<file path="config.mk">
export PLATFORM = sky130hd
export DESIGN_NAME = nsc_cell
export DESIGN_NICKNAME = d
export VERILOG_FILES = /design/src/design/nsc_pkg.sv /design/src/design/nsc_cell.sv
export SDC_FILE = /design/constraint.sdc
export NUM_CORES = 1
export LEC_CHECK = 0
export ABC_AREA = 0
export BUFFER_PORTS_ARGS = -buffer_cell sky130_fd_sc_hd__buf_4
export CORE_AREA = 2 2 116 118
export DETAILED_ROUTE_END_ITERATION = 8
export DIE_AREA = 0 0 118 120
export PLACE_DENSITY = 0.66
export REMOVE_ABC_BUFFERS = 1
export SYNTH_ARGS = -nofsm -noshare
export SYNTH_HDL_FRONTEND = slang
export SYNTH_SLANG_ARGS = --single-unit
</file>
<file path="constraint.sdc">
create_clock -name clock -period 5.4 [get_ports clock]
set_clock_uncertainty 0.15 [all_clocks]
set_input_delay 0.54 -clock clock [delete_from_list [all_inputs] [get_ports clock]]
set_output_delay 0.54 -clock clock [all_outputs]
set_load 0.01 [all_outputs]
</file>
<file path="src/design/nsc_pkg.sv">
// ----------------------------------------------------------------------------
// nsc_pkg
// Types and constants shared by the nearest shape lookup core: request and
// response payloads, table row layout, state encoding and divider sizing.
// ----------------------------------------------------------------------------
package nsc_pkg;

   localparam int DIM_W      = 16;
   localparam int TILE_W     = 5;
   localparam int BLK_W      = 7;
   localparam int FLAG_W     = 5;
   localparam int ROW_IDX_W  = 6;
   localparam int CNT_W      = 7;
   localparam int DIST_W     = 2 * DIM_W + 2;
   localparam int DIV_BITS   = 4;
   localparam int DIV_CYCLES = DIM_W / DIV_BITS;
   localparam int DIV_CNT_W  = (DIV_CYCLES > 1) ? $clog2(DIV_CYCLES) : 1;

   localparam logic MODE_LOAD  = 1'b0;
   localparam logic MODE_QUERY = 1'b1;

   typedef struct packed {
      logic [DIM_W-1:0] dim_m;
      logic [DIM_W-1:0] dim_n;
      logic [DIM_W-1:0] dim_k;
      logic [DIM_W-1:0] dim_b;
   } shape_key_type;

   typedef struct packed {
      logic [TILE_W-1:0] tile_m;
      logic [TILE_W-1:0] tile_n;
      logic [TILE_W-1:0] tile_k;
      logic [BLK_W-1:0]  lhs_blocks;
      logic [BLK_W-1:0]  rhs_blocks;
      logic [FLAG_W-1:0] layout_flags;
   } tile_set_type;

   typedef struct packed {
      shape_key_type key;
      tile_set_type  tile;
   } row_type;

   typedef struct packed {
      logic              mode;
      logic [ROW_IDX_W-1:0] row_index;
      logic [DIM_W-1:0]  dim_m;
      logic [DIM_W-1:0]  dim_n;
      logic [DIM_W-1:0]  dim_k;
      logic [DIM_W-1:0]  dim_b;
      logic [TILE_W-1:0] tile_m;
      logic [TILE_W-1:0] tile_n;
      logic [TILE_W-1:0] tile_k;
      logic [BLK_W-1:0]  lhs_blocks;
      logic [BLK_W-1:0]  rhs_blocks;
      logic [FLAG_W-1:0] layout_flags;
   } req_type;

   typedef struct packed {
      logic [ROW_IDX_W-1:0] best_row;
      logic [TILE_W-1:0] out_tile_m;
      logic [TILE_W-1:0] out_tile_n;
      logic [TILE_W-1:0] out_tile_k;
      logic [BLK_W-1:0]  out_lhs_blocks;
      logic [DIM_W-1:0]  out_rhs_blocks;
      logic [FLAG_W-1:0] out_layout_flags;
   } rsp_type;

   typedef enum logic [1:0] {
      ST_IDLE,
      ST_SCAN,
      ST_DRAIN,
      ST_DIV
   } state_type;

endpackage

</file>
<file path="src/design/nsc_cell.sv">
// ----------------------------------------------------------------------------
// nsc_cell
// One table row of the ring. Loads its row when addressed, and during a
// query takes the row of its neighbor every cycle.
// ----------------------------------------------------------------------------
module nsc_cell import nsc_pkg::*; #(
   parameter int DEPTH = 64,
   parameter int INDEX = 0
) (
   input  logic                 clock,
   input  logic                 load_en,
   input  logic [ROW_IDX_W-1:0] load_idx,
   input  row_type              load_row,
   input  logic                 shift_en,
   input  row_type              next_row,
   output row_type              row
);

   localparam int SEL_W = (($clog2(DEPTH) > ROW_IDX_W) ? $clog2(DEPTH) : ROW_IDX_W) + 1;

   row_type row_ff;
   row_type row_in;
   logic    hit;

   assign hit = load_en && (SEL_W'(load_idx) == SEL_W'(INDEX));

   always_comb begin
      row_in = row_ff;
      if (shift_en) begin
         row_in = next_row;
      end else if (hit) begin
         row_in = load_row;
      end
   end

   always_ff @(posedge clock) begin
      row_ff <= row_in;
   end

   assign row = row_ff;

endmodule

</file>
# After elaboration in Yosys (flattened, before gate mapping)
# Index checks and enable logic that the tools add are counted.
# W data, S select, Z words.
[word_totals] register_bits=98 input_bits=205 output_inout_bits=98 word_cells=15
[classes] muxes=2 reduce_logical=3
[op_table] cell="$mux W98" count=2
[op_table] cell="$logic_not A6 Y1" count=1
[op_table] cell="$reduce_bool A2 Y1" count=1
[op_table] cell="$logic_and A1 B1 Y1" count=1

# Depth between registers and ports, before layout
[depth] depth_word=4 depth_mapped=4 ltp_nobuf=2

# Least setup slack after synthesis
# No wires, ideal clock.
[synth_path] path_type="input-to-reg" startpoint="input port shift_en" endpoint="register row_ff, in the netlist row[0] (enable)" setup_time_ns=0.455 arrival_time_ns=2.941 required_time_ns=4.795 setup_slack_ns=1.854 stages=4 cell_sequence="buf_6 > buf_6 > buf_6 > a21o_1"
[synth_via] elab_chain_len=1
[synth_lines] item="start: declaration" line="nsc_cell.sv:14" rtl="input logic shift_en,"
[synth_lines] item="$reduce_bool A2 Y1 (no line)"
[synth_lines] item="end signal: assignment" line="nsc_cell.sv:37" rtl="row_ff <= row_in;"
[synth_lines] item="end: declaration" line="nsc_cell.sv:21" rtl="row_type row_ff;"
# No other way between the ends.
# A chain may end at the register's enable or synchronous reset.

# Worst setup path after layout
[layout_path] startpoint="input port shift_en" endpoint="register row_ff, in the netlist row[55] (enable)"
# Same word-level chain as after synthesis.

==> impl_metrics.yaml <==
floorplan:
  io_pins: 303
  die_height_um: 120
  dieArea_mm2: 0.0142
  start_util: 0.322
  coreArea_mm2: 0.0130
  row_count: 42
  die_w_um: 118
synth:
  synthCells: 210
  synth_area_mm2: 0.00418
  syn_area_per_cell_um2: 19.9
  ys_ff_latch: 98
  synthDistinctLibCells: 8
  yosysSeqAreaShare: 0.705
  yosysWarnings: 0
place:
  place_area_mm2: 0.00661
  dp.cells: 679
  gp_congestion: 0.738
  numPortBuffers: 302
critical_path:
  crit_chain: "buf_4 > a21o_4 > buf_4"
  slowest_stage: "a21o_4"
  cp_top_family: "buffers and inverters"
  worstPathMaxFanout: 56
  crit_path_max_incr_delay_ps: 620
  critPathLaunch: "shift_en"
  worstSetupPathType: "input port to flip-flop"
  cp_num_buf_inv: 2
  critPathLaunchType: "input port"
  cp.arrival_ps: 2340
  cp.required_ps: 5230
  end_kind: "flip-flop"
  crit_top_cell: "buf_4"
timing:
  finalSetupViolCount: 0
  whs_ps: 347
  fmax_ghz: 0.398
  finalHoldViolations: 0
  slew_headroom: 0.535
  period_needed_ps: 2510
  finalSetupTns_ps: 0
  final_max_slew_viol_count: 0
  tightest_slew_ps: 697
  rsz0062_at_grt: "false"
  min_period_over_period: 0.465
pwr:
  power.density_mw_per_mm2: 277
  leakage_nw: 2.99
  vdd_drop_max_mv: 0.128
cts:
  htree_num_levels: 3
  cts-hold-fix-buffers: 0
  cts_tree: "yes"
  cts.sinks: 98
  root_buffer: "clkbuf_16"
  clk_pin_slew_worst_paths_ps: 60
  cts_setup_buffers: 0
  ctsLongestPathBuffers: 2
  cts_resized: 0
  cts_buffers: 9
global_routing:
  grt_pass1_wl_um: 16700
  antenna_found_initial: 0
  track_usage: 0.157
  grt_pass1_vias: 3217
  gr-total-overflow: 0
  grt_max_degree: 57
route:
  viasPerCell: 4.34
  drc: 0
  wl_um: 11400
  drt_iter0_drc: 141
  ant_nets: 0
  wl_per_cell_um: 16.4
  drtPass1Iterations: 4
  vias: 3013
layout:
  layout.cells.most_common_list: "buf_4, edfxtp_1, mux2_2, mux2_4, clkbuf_16"
  finalCoreUtilization: 0.531
  diodes: 0
  multi_input_area_mm2: 0.00117
  fill_cells: 1135
  seq_area_mm2: 0.00294
  nets: 719
  final_area_mm2: 0.00689
  syn_to_final_growth_pct: 64.9
  layout_commonest_cell: "buf_4"
  final_cells: 694
  largest_register_ffs: 98
  drive_above_1_share: 0.799
worst_hold_path:
  hp-class: "input port to flip-flop"
  hp-start: "load_row[90]"
flow_run:
  maxCapViolCount: 0
run_status:
  outcome: "complete, no violations"
==> path summary, 6_finish.rpt <==
| path | end | slack, ps | cells past startpoint |
|---|---|---|---|
| max | row[55] | 2890 | 3 |
| min | row[90] | 350 | 2 |
==> through the flow <==
| step | setup WS (ps) | total power, W |
|---|---|---|
| final | 2890 | 0.00191 |
| after global routing | 2750 | 0.00199 |
| after CTS | 2850 | 0.00194 |
| after detailed placement | 2480 | 0.00133 |
| after global placement | 2540 | 0.00132 |
| after floorplan | 1920 | 0.00107 |
==> cell type report <==
cell class                 count  area share
sequential                    98       0.427
timing repair buffer         304       0.331
multi-input combinational    101       0.169
clock buffer                  10      0.0332
tap                          176      0.0320
clock inverter                 5     0.00672
==> power by group <==
part	internal [W]	switching, W	leakage (nW)
logic	0.000229	0.000133	1.89
registers	0.000923	0.0000200	0.960
clock network	0.000351	0.000255	0.135
==> cell families after synthesis <==
family | count (synthesis) | synth area share
buffers and inverters | 11 | 0.0177
AND/OR/NAND/NOR | 2 | 0.00330
multiplexers | 98 | 0.272
flip-flops | 98 | 0.705
AO/OA/AOI/OAI | 1 | 0.00180
==> cells in the mapped netlist <==
master | instances | area (µm²)
a21o_1 | 1 | 7.51
buf_2 | 8 | 40.0
buf_6 | 3 | 33.8
edfxtp_1 | 98 | 2940
mux2_2 | 89 | 1000
mux2_4 | 9 | 135
nor3_1 | 1 | 5.00
nor4b_1 | 1 | 8.76
==> metal layers <==
| metal | GRT usage | up-vias | wire length, µm |
|---|---|---|---|
| li1 | - | 1437 | - |
| met1 | 0.155 | 1389 | 3950 |
| met2 | 0.290 | 170 | 6160 |
| met3 | 0.0575 | 17 | 1010 |
| met4 | 0.0776 | 0 | 268 |
| met5 | 0 | - | 0 |
Note: power is estimated with default switching activity, not from simulation.
