--- src/design/nsc_pkg.sv ---
// ----------------------------------------------------------------------------
// nsc_pkg
// Types and constants shared by the nearest shape lookup core: request and
// response payloads, table row layout, state encoding and divider sizing.
// ----------------------------------------------------------------------------
package nsc_pkg;

   localparam int DIM_W      = 16;
   localparam int TILE_W     = 5;
   localparam int BLK_W      = 7;
   localparam int FLAG_W     = 5;
   localparam int ROW_IDX_W  = 6;
   localparam int CNT_W      = 7;
   localparam int DIST_W     = 2 * DIM_W + 2;
   localparam int DIV_BITS   = 4;
   localparam int DIV_CYCLES = DIM_W / DIV_BITS;
   localparam int DIV_CNT_W  = (DIV_CYCLES > 1) ? $clog2(DIV_CYCLES) : 1;

   localparam logic MODE_LOAD  = 1'b0;
   localparam logic MODE_QUERY = 1'b1;

   typedef struct packed {
      logic [DIM_W-1:0] dim_m;
      logic [DIM_W-1:0] dim_n;
      logic [DIM_W-1:0] dim_k;
      logic [DIM_W-1:0] dim_b;
   } shape_key_type;

   typedef struct packed {
      logic [TILE_W-1:0] tile_m;
      logic [TILE_W-1:0] tile_n;
      logic [TILE_W-1:0] tile_k;
      logic [BLK_W-1:0]  lhs_blocks;
      logic [BLK_W-1:0]  rhs_blocks;
      logic [FLAG_W-1:0] layout_flags;
   } tile_set_type;

   typedef struct packed {
      shape_key_type key;
      tile_set_type  tile;
   } row_type;

   typedef struct packed {
      logic              mode;
      logic [ROW_IDX_W-1:0] row_index;
      logic [DIM_W-1:0]  dim_m;
      logic [DIM_W-1:0]  dim_n;
      logic [DIM_W-1:0]  dim_k;
      logic [DIM_W-1:0]  dim_b;
      logic [TILE_W-1:0] tile_m;
      logic [TILE_W-1:0] tile_n;
      logic [TILE_W-1:0] tile_k;
      logic [BLK_W-1:0]  lhs_blocks;
      logic [BLK_W-1:0]  rhs_blocks;
      logic [FLAG_W-1:0] layout_flags;
   } req_type;

   typedef struct packed {
      logic [ROW_IDX_W-1:0] best_row;
      logic [TILE_W-1:0] out_tile_m;
      logic [TILE_W-1:0] out_tile_n;
      logic [TILE_W-1:0] out_tile_k;
      logic [BLK_W-1:0]  out_lhs_blocks;
      logic [DIM_W-1:0]  out_rhs_blocks;
      logic [FLAG_W-1:0] out_layout_flags;
   } rsp_type;

   typedef enum logic [1:0] {
      ST_IDLE,
      ST_SCAN,
      ST_DRAIN,
      ST_DIV
   } state_type;

endpackage

--- src/design/nsc_div.sv ---
// ----------------------------------------------------------------------------
// nsc_div
// Restoring divider of a dimension by a tile size, several quotient bits
// per cycle.
// ----------------------------------------------------------------------------
module nsc_div import nsc_pkg::*; (
   input  logic              clock,
   input  logic              reset,
   input  logic              start,
   input  logic [DIM_W-1:0]  dividend,
   input  logic [TILE_W-1:0] divisor,
   output logic              busy,
   output logic [DIM_W-1:0]  quotient
);

   logic                 busy_ff;
   logic [DIV_CNT_W-1:0] cnt_ff;
   logic [DIM_W-1:0]     num_ff, num_in;
   logic [TILE_W-1:0]    rem_ff, rem_in;
   logic [TILE_W-1:0]    div_ff;
   logic [TILE_W:0]      trial;
   logic                 ge;

   always_comb begin
      num_in = num_ff;
      rem_in = rem_ff;
      trial  = '0;
      ge     = 1'b0;
      for (int j = 0; j < DIV_BITS; j++) begin
         trial  = {rem_in, num_in[DIM_W-1]};
         ge     = trial >= {1'b0, div_ff};
         num_in = {num_in[DIM_W-2:0], ge};
         rem_in = ge ? TILE_W'(trial - {1'b0, div_ff}) : trial[TILE_W-1:0];
      end
   end

   always_ff @(posedge clock) begin
      if (reset) begin
         busy_ff <= 1'b0;
         cnt_ff  <= '0;
      end else if (start) begin
         busy_ff <= 1'b1;
         cnt_ff  <= '0;
      end else if (busy_ff) begin
         cnt_ff <= cnt_ff + 1'b1;
         if (cnt_ff == DIV_CNT_W'(DIV_CYCLES - 1)) begin
            busy_ff <= 1'b0;
         end
      end
   end

   always_ff @(posedge clock) begin
      if (start) begin
         num_ff <= dividend;
         rem_ff <= '0;
         div_ff <= divisor;
      end else if (busy_ff) begin
         num_ff <= num_in;
         rem_ff <= rem_in;
      end
   end

   assign busy     = busy_ff;
   assign quotient = num_ff;

endmodule

--- config.mk ---
export PLATFORM = sky130hd
export DESIGN_NAME = nsc_div
export DESIGN_NICKNAME = d
export VERILOG_FILES = /design/src/design/nsc_pkg.sv /design/src/design/nsc_div.sv
export SDC_FILE = /design/constraint.sdc
export NUM_CORES = 1
export LEC_CHECK = 0
export BUFFER_PORTS_ARGS = -buffer_cell sky130_fd_sc_hd__buf_4
export CAP_MARGIN = 20
export CORE_ASPECT_RATIO = 0.9
export CORE_UTILIZATION = 50
export DETAILED_ROUTE_END_ITERATION = 7
export GPL_ROUTABILITY_DRIVEN = 0
export GPL_TIMING_DRIVEN = 0
export PLACE_DENSITY = 0.76
export SETUP_SLACK_MARGIN = 0.02
export SLEW_MARGIN = 20
export SYNTH_ARGS = -nofsm -noshare
export SYNTH_HDL_FRONTEND = slang
export SYNTH_SLANG_ARGS = --single-unit
--- constraint.sdc ---
create_clock -name clock -period 7.3 [get_ports clock]
set_input_delay 0.73 -clock clock [delete_from_list [all_inputs] [get_ports clock]]
set_output_delay 0.73 -clock clock [all_outputs]
set_load 0.02 [all_outputs]
; ---- Word-level counts from Yosys, hierarchy flattened
; Cells that the tools add are included.
[word_totals]
latch_bits = 0
mem_bits_rw = 0
n_memories = 0
out_inout_bits = 17
reg_bits = 29
mem_bits_ro = 0
[classes]
shifts = 0
div = 0
eq_ne = 1
multipliers = 0
n_mux = 9
reduce_logical = 2
add_sub_neg = 5
n_bitwise = 0
order_cmp = 4
[ops]
columns = op, n
row1 = $mux W16, 2
row2 = $ge A6 B5 Y1, 4
row3 = $mux W5, 4
row4 = $sub A5 B5 Y5, 4
row5 = $mux W1, 3
row6 = $add A2 B1 Y2 const B, 1
row7 = $eq A2 B2 Y1 const B, 1
row8 = $reduce_bool A2 Y1, 1
row9 = $reduce_or A2 Y1, 1

; ---- Longest topological paths before layout
[logic_depth]
ltp_word = 9
ltp_mapped = 32
mapped_depth_nobuf = 30

; ---- Least setup slack after synthesis
; Ideal clock, no wire load.
[synth_timing]
kind = flip-flop to flip-flop
from = reg num_ff[15], in the netlist quotient[15]
to = reg rem_ff[2]
t_arrival_ns = 7.429
required_time_ns = 7.205
setup_slack_ns = -0.225
stages_incl_launch_ff = 32
cell_sequence = edfxtp_1 > inv_1 > ha_1 > inv_1 > fa_1 > a21oi_1 > o22ai_2 > or3_1 > buf_6 > mux2_2 > ha_1 > a41o_1 > o22a_1 > a211oi_4 > mux2_2 > fa_1 > nand2b_1 > a21oi_1 > o22a_1 > a211oi_1 > mux2i_1 > mux2i_1 > fa_1 > a21o_1 > a21o_1 > a21o_1 > a21oi_1 > o41ai_1 > a221o_1 > buf_6 > or4b_1 > o311ai_1
[synth_via]
elab_chain_len = 8
word_cells_on_any_way = 12
cone_classes = add/sub: 4 / order compare: 4 / mux: 4
[synth_rtl]
columns = item, line
row1 = start: declaration, nsc_div.sv:18  ; logic [DIM_W-1:0] num_ff, num_in;
row2 = start signal: assignment, nsc_div.sv:54  ; num_ff <= dividend;
row3 = start signal: assignment, nsc_div.sv:58  ; num_ff <= num_in;
row4 = $sub A5 B5 Y5 or $ge A6 B5 Y1 (tied branches), "nsc_div.sv:33, nsc_div.sv:31"
row5 = $mux W5 *, nsc_div.sv:33  ; rem_in = ge ? TILE_W'(trial - {1'b0, div_ff}) : trial[TILE_W-1:0];
row6 = $sub A5 B5 Y5 or $ge A6 B5 Y1 (tied branches), "nsc_div.sv:33, nsc_div.sv:31"
row7 = $mux W5 *, nsc_div.sv:33
row8 = $sub A5 B5 Y5 or $ge A6 B5 Y1 (tied branches), "nsc_div.sv:33, nsc_div.sv:31"
row9 = $mux W5 *, nsc_div.sv:33
row10 = $ge A6 B5 Y1 or $sub A5 B5 Y5 (tied branches), "nsc_div.sv:31, nsc_div.sv:33"
row11 = $mux W5 *, nsc_div.sv:33
row12 = end signal: assignment, nsc_div.sv:59  ; rem_ff <= rem_in;
row13 = end: declaration, nsc_div.sv:19  ; logic [TILE_W-1:0] rem_ff, rem_in;
; Every way passes the cells marked *; elsewhere a longest branch is shown, timed or not.
; A chain may end at the register's enable or synchronous reset.

; ---- Worst setup path after layout
; Ends and elaborated chain as after synthesis.

==> flow_metrics.env <==
export IMPL_status="finished, final reports clean"
export IMPL_place_area_um2=2520
export IMPL_cp_start_kind="flip-flop"
export IMPL_avgSynthCellArea_um2=11.2
export IMPL_synth_nets=240
export IMPL_clk_pin_slew_ps=70
export IMPL_numCtsBuffers=5
export IMPL_grt_pass1_wl_um=8110
export IMPL_port_buffers=40
export IMPL_yosys_warnings=0
export IMPL_synth_ff_type="edfxtp_1"
export IMPL_max_freq_mhz=138
export IMPL_period_share_pct=99.0
export IMPL_hold_slack_ps=542
export IMPL_worstMarginPinSlew_ps=605
export IMPL_async_reset_ff_share_pct=0
export IMPL_die_h_um=64.0
export IMPL_std_cell_rows=22
export IMPL_place_hpwl_um=3570
export IMPL_worstPathRequired_ps=7490
export IMPL_cts_buffer_depth=2
export IMPL_fin_worst_skew_ps=9.04
export IMPL_critPathKind="flip-flop to flip-flop"
export IMPL_hold_buffers=0
export IMPL_startpoint="quotient[15]$_DFFE_PP_"
export IMPL_synth_area_leaders="edfxtp_1, ha_1, mux2_2, dfxtp_1, fa_1"
export IMPL_finalMaxSlewViolations=0
export IMPL_min_period_ps=7230
export IMPL_crit_arrival_ps=7420
export IMPL_final_area_um2=2940
export IMPL_hold_violations=0
export IMPL_finalSetupViolCount=0
export IMPL_end_kind="flip-flop"
export IMPL_track_usage_pct=23.7
export IMPL_cp_slowest_cell="or4b_4"
export IMPL_via_per_inst=5.62
export IMPL_grt_pass1_vias=1726
export IMPL_drt_initial_drc_count=102
export IMPL_critPathMaxStageDelay_ps=540
export IMPL_antenna_left=0
export IMPL_hold_start="cnt_ff[1]$_SDFFE_PP0P_"
export IMPL_die_area_um2=4540
export IMPL_syn_inst=191
export IMPL_yosysSeqAreaShare_pct=37.0
export IMPL_vias=1719
export IMPL_htreeDepth=2
export IMPL_initial_core_util_pct=52.5
export IMPL_drt_total_wl_um=5260
export IMPL_synth_top_area_share_pct=29.5
export IMPL_cts_sinks=29
export IMPL_cts_tree="yes"
export IMPL_boundaryPins=41
export IMPL_nets=306
export IMPL_grt_max_degree=17
export IMPL_root_buffer="clkbuf_8"
export IMPL_multi_input_area_um2=1420
export IMPL_wl_per_cell_um=17.2
export IMPL_finalSetupTns_ps=0
export IMPL_fill_cells=297
export IMPL_min_path_type="flip-flop to flip-flop"
export IMPL_reg2reg_from="quotient[15]$_DFFE_PP_"
export IMPL_slew_headroom_pct=59.7
export IMPL_firstDrtPassIters=6
export IMPL_drc=0
export IMPL_synth_area_leader_cell="edfxtp_1"
export IMPL_drive_above_1_share_pct=47.3
export IMPL_globalRouteOverflowTotal=0
export IMPL_area_growth_pct=37.5
export IMPL_antenna_found_initial=0
export IMPL_synth_seq_cells=29
export IMPL_rsz0062_at_grt="yes"
export IMPL_cpMostUsedCell="a21oi_2"
export IMPL_seqCellArea_um2=791
export IMPL_max_cap_violations=0
export IMPL_die_w_um=70.9
export IMPL_design_core_area_um2=4070
export IMPL_synth_edf_count=21
export IMPL_clk_insertion_delay_late_ps=280
export IMPL_cp_max_fo=7
export IMPL_synthesis_area_um2=2140
export IMPL_insertedDiodeCount=0
export IMPL_synth_distinct_cells=41
-- repair_timing --
action                                  in CTS  in global routing
pin swaps                                    3                 17
hold endpoints to repair                     0                  0
gates cloned                                 0                  0
setup buffers                                6                 14
endpoints found under the setup margin       6                  6
resized for setup                            5                 23
-- path summary, 6_finish.rpt --
check	to	slack, ps	cells after the start
max	rem_ff[2]$_SDFFE_PP0P_	70	30
min	cnt_ff[1]$_SDFFE_PP0P_	540	2
max reg2reg	rem_ff[2]$_SDFFE_PP0P_	70	30
min reg2reg	cnt_ff[1]$_SDFFE_PP0P_	540	2
-- cells in the mapped netlist (2+ instances only) --
library cell  count
mux2_2           22
edfxtp_1         21
ha_1             21
inv_1            19
nor2_1           11
a21oi_1          10
a21o_1            8
dfxtp_1           8
mux2i_1           8
xnor2_1           7
xor2_1            6
fa_1              4
nand3_1           4
a211oi_1          3
clkbuf_1          3
nand2_1           3
nor3_1            3
a41o_1            2
buf_6             2
nand2b_1          2
nor3b_1           2
nor4b_1           2
o22a_1            2
-- placed cells by master, fill, tap and decap left out, types with 6 or more instances in the layout --
cell,instances
edfxtp_1,21
inv_1,15
ha_1,15
a21oi_1,7
mux2_2,19
buf_4,59
clkbuf_8,6
xor2_1,6
ha_4,6
a21o_1,8
dfxtp_1,8
nor2_1,10
xnor2_1,7
-- flip-flops by register name, summed over array words and instances, names as in the netlist --
signal,count
cnt_ff,2
rem_ff,5
quotient,16
div_ff,5
busy,1
-- layer usage --
layer,global-route usage [%],vias to the layer above,wire length [um]
met5,0,-,0
met4,6.00,0,14
met3,4.89,2,254
met2,39.7,49,2720
met1,31.4,832,2280
li1,-,836,-
-- cells by family after synthesis --
| group | after synthesis | synth area share [%] |
|---|---|---|
| mux | 30 | 15.3 |
| fa+ha+maj | 25 | 16.0 |
| flops | 29 | 37.0 |
| compound gates | 36 | 13.0 |
| xor+xnor | 13 | 5.33 |
| simple gates | 33 | 8.20 |
| buf+inv | 25 | 5.09 |
-- worst max-delay path: cells and delay by family (launching register included) --
family	cells	cell delay, ps
multiplexers	4	1220
flip-flops	1	410
buffers and inverters	4	460
adder cells (fa/ha/maj)	5	1450
AO/OA/AOI/OAI	14	2470
AND/OR/NAND/NOR	3	1120
-- metrics by stage --
step                instances  worst slack, ps  utilization, %
finish                    306             72.6            72.1
global route              306            -97.7            72.1
CTS                       293             27.2            66.6
detailed placement        279             -618            61.9
global placement          279             -612            61.9
floorplan                 191             37.4               -
-- final cells by class --
type | count | share of cell area (%)
timing repair buffer | 60 | 15.5
sequential | 29 | 26.9
clock buffer | 7 | 2.94
inverter | 19 | 2.43
tap | 48 | 2.04
multi-input combinational | 137 | 48.3
clock inverter | 1 | 1.02
buffer | 5 | 0.894
Power is not shown: default switching activity piles up to over one toggle a cycle in this logic, so the estimate is an artifact.
