==> src/design/nsc_pkg.sv <==
// ----------------------------------------------------------------------------
// nsc_pkg
// Types and constants shared by the nearest shape lookup core: request and
// response payloads, table row layout, state encoding and divider sizing.
// ----------------------------------------------------------------------------
package nsc_pkg;

   localparam int DIM_W      = 16;
   localparam int TILE_W     = 5;
   localparam int BLK_W      = 7;
   localparam int FLAG_W     = 5;
   localparam int ROW_IDX_W  = 6;
   localparam int CNT_W      = 7;
   localparam int DIST_W     = 2 * DIM_W + 2;
   localparam int DIV_BITS   = 4;
   localparam int DIV_CYCLES = DIM_W / DIV_BITS;
   localparam int DIV_CNT_W  = (DIV_CYCLES > 1) ? $clog2(DIV_CYCLES) : 1;

   localparam logic MODE_LOAD  = 1'b0;
   localparam logic MODE_QUERY = 1'b1;

   typedef struct packed {
      logic [DIM_W-1:0] dim_m;
      logic [DIM_W-1:0] dim_n;
      logic [DIM_W-1:0] dim_k;
      logic [DIM_W-1:0] dim_b;
   } shape_key_type;

   typedef struct packed {
      logic [TILE_W-1:0] tile_m;
      logic [TILE_W-1:0] tile_n;
      logic [TILE_W-1:0] tile_k;
      logic [BLK_W-1:0]  lhs_blocks;
      logic [BLK_W-1:0]  rhs_blocks;
      logic [FLAG_W-1:0] layout_flags;
   } tile_set_type;

   typedef struct packed {
      shape_key_type key;
      tile_set_type  tile;
   } row_type;

   typedef struct packed {
      logic              mode;
      logic [ROW_IDX_W-1:0] row_index;
      logic [DIM_W-1:0]  dim_m;
      logic [DIM_W-1:0]  dim_n;
      logic [DIM_W-1:0]  dim_k;
      logic [DIM_W-1:0]  dim_b;
      logic [TILE_W-1:0] tile_m;
      logic [TILE_W-1:0] tile_n;
      logic [TILE_W-1:0] tile_k;
      logic [BLK_W-1:0]  lhs_blocks;
      logic [BLK_W-1:0]  rhs_blocks;
      logic [FLAG_W-1:0] layout_flags;
   } req_type;

   typedef struct packed {
      logic [ROW_IDX_W-1:0] best_row;
      logic [TILE_W-1:0] out_tile_m;
      logic [TILE_W-1:0] out_tile_n;
      logic [TILE_W-1:0] out_tile_k;
      logic [BLK_W-1:0]  out_lhs_blocks;
      logic [DIM_W-1:0]  out_rhs_blocks;
      logic [FLAG_W-1:0] out_layout_flags;
   } rsp_type;

   typedef enum logic [1:0] {
      ST_IDLE,
      ST_SCAN,
      ST_DRAIN,
      ST_DIV
   } state_type;

endpackage

==> src/design/nsc_scan.sv <==
// ----------------------------------------------------------------------------
// nsc_scan
// Distance pipeline at the head of the ring: absolute differences, squares,
// sum, then a running minimum that keeps the first row on ties.
// ----------------------------------------------------------------------------
module nsc_scan import nsc_pkg::*; #(
   parameter int IDX_W = 6
) (
   input  logic             clock,
   input  logic             reset,
   input  logic             feed,
   input  logic [IDX_W-1:0] feed_idx,
   input  row_type          feed_row,
   input  shape_key_type    query,
   input  logic [CNT_W-1:0] rows_in_use,
   output logic             busy,
   output logic [IDX_W-1:0] best_idx,
   output tile_set_type     best_tile
);

   localparam int SEL_W = ((IDX_W > CNT_W) ? IDX_W : CNT_W) + 1;

   function automatic logic [DIM_W-1:0] abs_diff(input logic [DIM_W-1:0] a,
                                                 input logic [DIM_W-1:0] b);
      abs_diff = (a >= b) ? (a - b) : (b - a);
   endfunction

   logic                 v1_ff, v2_ff, v3_ff;
   logic [IDX_W-1:0]     idx1_ff, idx2_ff, idx3_ff;
   tile_set_type         tile1_ff, tile2_ff, tile3_ff;
   logic [DIM_W-1:0]     d1_ff [4];
   logic [2*DIM_W-1:0]   sq2_ff [4];
   logic [DIST_W-1:0]    sum3_ff;
   logic [DIST_W-1:0]    best_dist_ff;
   logic [IDX_W-1:0]     best_idx_ff;
   tile_set_type         best_tile_ff;
   logic                 used;
   logic                 take;

   always_ff @(posedge clock) begin
      if (reset) begin
         v1_ff <= 1'b0;
         v2_ff <= 1'b0;
         v3_ff <= 1'b0;
      end else begin
         v1_ff <= feed;
         v2_ff <= v1_ff;
         v3_ff <= v2_ff;
      end
   end

   always_ff @(posedge clock) begin
      idx1_ff  <= feed_idx;
      tile1_ff <= feed_row.tile;
      d1_ff[0] <= abs_diff(query.dim_m, feed_row.key.dim_m);
      d1_ff[1] <= abs_diff(query.dim_n, feed_row.key.dim_n);
      d1_ff[2] <= abs_diff(query.dim_k, feed_row.key.dim_k);
      d1_ff[3] <= abs_diff(query.dim_b, feed_row.key.dim_b);
      idx2_ff  <= idx1_ff;
      tile2_ff <= tile1_ff;
      sq2_ff[0] <= d1_ff[0] * d1_ff[0];
      sq2_ff[1] <= d1_ff[1] * d1_ff[1];
      sq2_ff[2] <= d1_ff[2] * d1_ff[2];
      sq2_ff[3] <= d1_ff[3] * d1_ff[3];
      idx3_ff  <= idx2_ff;
      tile3_ff <= tile2_ff;
      sum3_ff  <= DIST_W'(sq2_ff[0]) + DIST_W'(sq2_ff[1])
                + DIST_W'(sq2_ff[2]) + DIST_W'(sq2_ff[3]);
   end

   assign used = SEL_W'(idx3_ff) < SEL_W'(rows_in_use);
   assign take = v3_ff && ((idx3_ff == '0) || (used && (sum3_ff < best_dist_ff)));

   always_ff @(posedge clock) begin
      if (take) begin
         best_dist_ff <= sum3_ff;
         best_idx_ff  <= idx3_ff;
         best_tile_ff <= tile3_ff;
      end
   end

   assign busy      = v1_ff | v2_ff | v3_ff;
   assign best_idx  = best_idx_ff;
   assign best_tile = best_tile_ff;

endmodule

==> config.mk <==
export PLATFORM = sky130hd
export DESIGN_NAME = nsc_scan
export DESIGN_NICKNAME = d
export VERILOG_FILES = /design/src/design/nsc_pkg.sv /design/src/design/nsc_scan.sv
export SDC_FILE = /design/constraint.sdc
export NUM_CORES = 2
export LEC_CHECK = 0
export ABC_AREA = 1
export BUFFER_PORTS_ARGS = -buffer_cell sky130_fd_sc_hd__buf_2
export CAP_MARGIN = 20
export CORE_MARGIN = 2
export CORE_UTILIZATION = 45
export CTS_CLUSTER_SIZE = 28
export DETAILED_ROUTE_END_ITERATION = 8
export GPL_TIMING_DRIVEN = 0
export PLACE_DENSITY = 0.7
export SLEW_MARGIN = 20
export SYNTH_ARGS = -nofsm -noshare
export SYNTH_HDL_FRONTEND = slang
export SYNTH_SLANG_ARGS = --single-unit
==> constraint.sdc <==
create_clock -name clock -period 7 [get_ports clock]
set_clock_uncertainty 0.15 [all_clocks]
set_input_delay 1.4 -clock clock [delete_from_list [all_inputs] [get_ports clock]]
set_output_delay 1.4 -clock clock [all_outputs]
set_load 0.01 [all_outputs]
**Word level (Yosys, flattened, before mapping)**

Memories as Yosys holds them, arrays and structs flattened.
Index checks and enable logic that the tools add are counted.

- Add/subtract/negate cells: 11
- $mul: 4
- Order comparisons: 6
- Multiplexer cells: 4
- Bitwise operators: 2
- Reduce and logical (&&, ||, !) cells: 4

Operator list:

| operator | number |
|---|---|
| 16-bit by 16-bit multiplier with 32-bit output | 4 |
| 16-bit subtractor | 8 |
| 16-bit >= comparator | 4 |
| 16-bit 2-to-1 mux | 4 |
| 33-bit by 32-bit adder with 34-bit output | 1 |
| 34-bit by 32-bit adder with 34-bit output | 1 |
| 34-bit < comparator | 1 |
| 32-bit by 32-bit adder with 33-bit output | 1 |
| 6-bit by 7-bit < comparator with 1-bit output | 1 |
| 6-bit zero test | 1 |
| 1-bit logical AND | 2 |
| 1-bit bitwise OR | 2 |
| 1-bit logical OR | 1 |

- Flip-flop bits (word level): 231
- Memory bits (writable): 192
- Output and inout port bits: 41
- Word-level logic and storage cells: 66
- Memories: 2

Memories:

| memory | depth | width | read ports | clocked after Yosys merged registers in | write ports | RTL line | text |
|---|---|---|---|---|---|---|---|
| sq2_ff | 4 | 32 | 4 | 0 | 4 | nsc_scan.sv:32 | `logic [2*DIM_W-1:0] sq2_ff [4];` |
| d1_ff | 4 | 16 | 4 | 0 | 4 | nsc_scan.sv:31 | `logic [DIM_W-1:0] d1_ff [4];` |

**Depth between registers and ports, before layout**

- Depth after elaboration: 4
- Mapped depth: 27
- Gate-level depth less buffers: 25

**Worst setup path before layout**

Ideal clock, no wire load.

- Kind: input port to flip-flop
- Start: input rows_in_use[2]
- End: register best_dist_ff[0], enable pin
- Arrival time: 5764 ps
- Required time: 6320 ps
- Setup slack: 556 ps
- Stages: 9
- Path buffers: 0
- Path through: inv_1 > ha_1 > a21oi_1 > nand2_1 > nand2_1 > nand2_1 > nor2_1 > nand3_1 > a21oi_1

- Cells in the longest elaborated chain, start to end: 4

RTL lines:

| item | RTL line | text |
|---|---|---|
| start, declared | nsc_scan.sv:15 | `input logic [CNT_W-1:0] rows_in_use,` |
| 6-bit by 7-bit < comparator with 1-bit output | nsc_scan.sv:71 | `assign used = SEL_W'(idx3_ff) < SEL_W'(rows_in_use);` |
| 1-bit logical AND | nsc_scan.sv:72 | `assign take = v3_ff && ((idx3_ff == '0) \|\| (used && (sum3_ff < best_dist_ff)));` |
| 1-bit logical OR | nsc_scan.sv:72 |  |
| 1-bit logical AND | nsc_scan.sv:72 |  |
| named net take | nsc_scan.sv:38 | `logic take;` |
| end signal, assigned | nsc_scan.sv:76 | `best_dist_ff <= sum3_ff;` |
| end, declared | nsc_scan.sv:34 | `logic [DIST_W-1:0] best_dist_ff;` |

The timed path passes the listed nets, and every way through them passes these cells.
A chain may end at the register's enable or synchronous reset.

==> results.py <==
metrics = {
    "floorplanning": {
        "dieArea_um2": 118000,
        "start_util": 0.453,
        "coreArea_um2": 114000,
        "die_width_um": 343,
        "fp.dieH_um": 343,
        "rows": 124,
        "pin_count": 219,
    },
    "yosys": {
        "synth.area.top_cells": "fa_1, ha_1, dfxtp_1",
        "synth_warnings": 0,
        "yosysTopAreaCellShare": 0.277,
        "synth_area_um2": 51800,
        "synthArstFlopShare": 0,
        "dominantRegCellSynth": "dfxtp_1",
        "synth-seq-cells": 419,
        "avgSynthCellArea_um2": 8.02,
        "synthCells": 6464,
        "synth.most_common_cell": "inv_1",
        "synth_cell_types": 47,
        "synth_top_area_cell": "fa_1",
        "synth-edff-count": 74,
        "synth_commonest_cells": "inv_1, nand2_1, fa_1",
        "seq_area_frac_synth": 0.176,
    },
    "drt": {
        "detail-route-antenna-nets": 0,
        "wl_per_cell_um": 15.0,
        "drc_errors": 0,
        "vias": 40800,
        "drt-total-wl_um": 124000,
        "via_per_inst": 4.93,
        "first_pass_iters": 6,
        "drt_iter0_markers": 2605,
    },
    "run_status": {
        "status": "finished, final reports clean",
    },
    "critical_path": {
        "crit_type": "reg -> reg",
        "worst_setup_path_start_kind": "flop",
        "reg2reg_slack_ns": 0.45,
        "worstSetupEndpointType": "flop",
        "arrival_ns": 6.87,
        "required_ns": 7.33,
        "r2r.worst_path.cells": 21,
        "crit_start": "d1_ff[3][13]$_DFF_P_",
        "worst_r2r_endpoint": "sq2_ff[3][29]$_DFF_P_",
        "r2r_start": "d1_ff[3][13]$_DFF_P_",
        "worstPathMaxFanout": 10,
    },
    "min_path": {
        "holdPathEnd": "tile3_ff[22]$_DFF_P_",
        "min_from": "tile2_ff[22]$_DFF_P_",
        "min_path_type": "reg -> reg",
        "holdPathStages": 0,
    },
    "grt": {
        "grt_overflow": 0,
        "grt_antenna_before_repair": 0,
        "grt_pass1_vias": 41700,
        "grt_pass1_wl_um": 207000,
        "grt_usage": 0.216,
        "grt_max_degree": 24,
    },
    "final_layout": {
        "drive_gt1_frac": 0.0614,
        "area_growth_pct": 8.95,
        "nNetsFinal": 8230,
        "nFillCells": 10900,
        "n_antenna_cell": 0,
    },
    "placed_design": {
        "place_congestion": 0.948,
        "numPortBuffers": 218,
        "dp.final_hpwl_um": 107000,
    },
    "clock_network": {
        "ctsHoldBuffers": 0,
        "clk_transition_reported_paths_ns": 0.06,
        "cts_buffers": 46,
        "clock_latency_ns": 0.62,
        "clock-sinks": 419,
        "clockBufferDepth": 3,
        "post_cts_resized": 0,
        "htreeDepth": 2,
        "cts_setup_buffers": 0,
        "cts_tree": "done",
        "root_buffer": "clkbuf_16",
    },
    "timing": {
        "setup_viol_count_final": 0,
        "rsz0062_at_grt": "false",
        "tns_ns": 0,
        "hold_viol_final": 0,
        "final.period_utilization": 0.935,
        "fmax_mhz": 153,
        "period_minus_slack_ns": 6.55,
        "max_slew_margin": 0.505,
        "whs_ns": 0.169,
        "maxSlewViolCount": 0,
        "tightest_slew_ns": 0.742,
    },
    "job": {
        "cap_violations": 0,
    },
}
[flip-flops by register name, indices dropped and copies added, names as in the netlist]
signal        cells
best_tile        34
tile2_ff         34
v2_ff             1
tile1_ff         34
best_dist_ff     34
idx2_ff           6
d1_ff            64
idx1_ff           6
tile3_ff         34
idx3_ff           6
best_idx          6
v1_ff             1
sq2_ff          124
v3_ff             1
sum3_ff          34
[layout by cell type, fill, tap and decap left out, drive strengths merged, types with 45 or more instances in the layout]
| cell type | instances |
|---|---|
| a21oi | 286 |
| buf | 260 |
| clkbuf | 179 |
| dfxtp | 345 |
| edfxtp | 74 |
| fa | 718 |
| ha | 600 |
| inv | 1618 |
| nand2 | 1465 |
| nand3 | 205 |
| nand4 | 45 |
| nor2 | 342 |
| nor3 | 68 |
| o21ai | 174 |
| o21bai | 46 |
| xor2 | 187 |
[metrics by stage]
stage,cell area [µm²],utilization,instances,setup slack (ns)
2_1_floorplan,51800,-,6465,0.556
3_3_place_gp,54800,0.480,8195,-1.38
3_5_place_dp,54900,0.480,8198,0.526
4_1_cts,56500,0.494,8282,0.506
5_1_grt,56500,0.494,8282,0.137
6_report,56500,0.494,8282,0.455
[final cells by class]
type                    instances  area [µm²]  share of cell area
inverters                    1615        6070               0.107
repair buffers                221        1170              0.0208
well taps                    1512        1890              0.0335
flip-flops and latches        419        9130               0.162
clock buffers                  60        1310              0.0231
clock inverters                24         254             0.00450
plain buffers                 158         746              0.0132
multi-input cells            4273       35900               0.636
[cells by family (layout without fill, tap and decap cells)]
| kind of cell | Yosys count | count (layout) | share of synthesized area |
|---|---|---|---|
| xor gates and xnor gates | 223 | 223 | 0.0377 |
| buffers and inverters | 1773 | 2078 | 0.131 |
| other | 2 | 3 | 0.000145 |
| and+or+nand+nor | 2167 | 2167 | 0.171 |
| AOI/OAI and AO/OA | 562 | 562 | 0.0619 |
| adders and majority gates | 1318 | 1318 | 0.422 |
| DFF | 419 | 419 | 0.176 |
[worst max path at each step]
stage,to,slack (ns),cells past startpoint
after floorplan,best_dist_ff[0]$_DFFE_PP_,0.56,9
after global placement,best_tile[29]$_DFFE_PP_,-1.38,10
after detailed placement,sq2_ff[3][29]$_DFF_P_,0.53,21
after CTS,sq2_ff[0][19]$_DFF_P_,0.51,20
after global routing,sq2_ff[3][29]$_DFF_P_,0.14,21
final,sq2_ff[3][29]$_DFF_P_,0.45,21
[worst max-delay path: stages, from the launching register on]
cell and delay, ns:
dfxtp_1 0.30, clkbuf_1 0.51, clkbuf_1 0.54, nand2_1 0.16
fa_1 0.57, fa_1 0.55, inv_1 0.06, fa_1 0.50
fa_1 0.51, fa_1 0.50, inv_1 0.05, fa_1 0.48
inv_1 0.04, ha_1 0.38, a21oi_1 0.22, o21ai_0 0.19
a21oi_1 0.28, nor2_1 0.07, nor2_1 0.14, nand2_1 0.07
nand2_1 0.05, nand2_1 0.09
[metal layers]
metal / vias to the layer above / share of wire / global-route usage
met3: 191 / 0.064 / 0.0296
met1: 19500 / 0.44 / 0.293
met5: - / 0 / 0
met4: 0 / 0.024 / 0.0543
li1: 19900 / - / -
met2: 1253 / 0.47 / 0.365
Power is left out: the tool's default activity adds up to more than one toggle a clock period on the data nets, which glitch-free logic cannot reach.
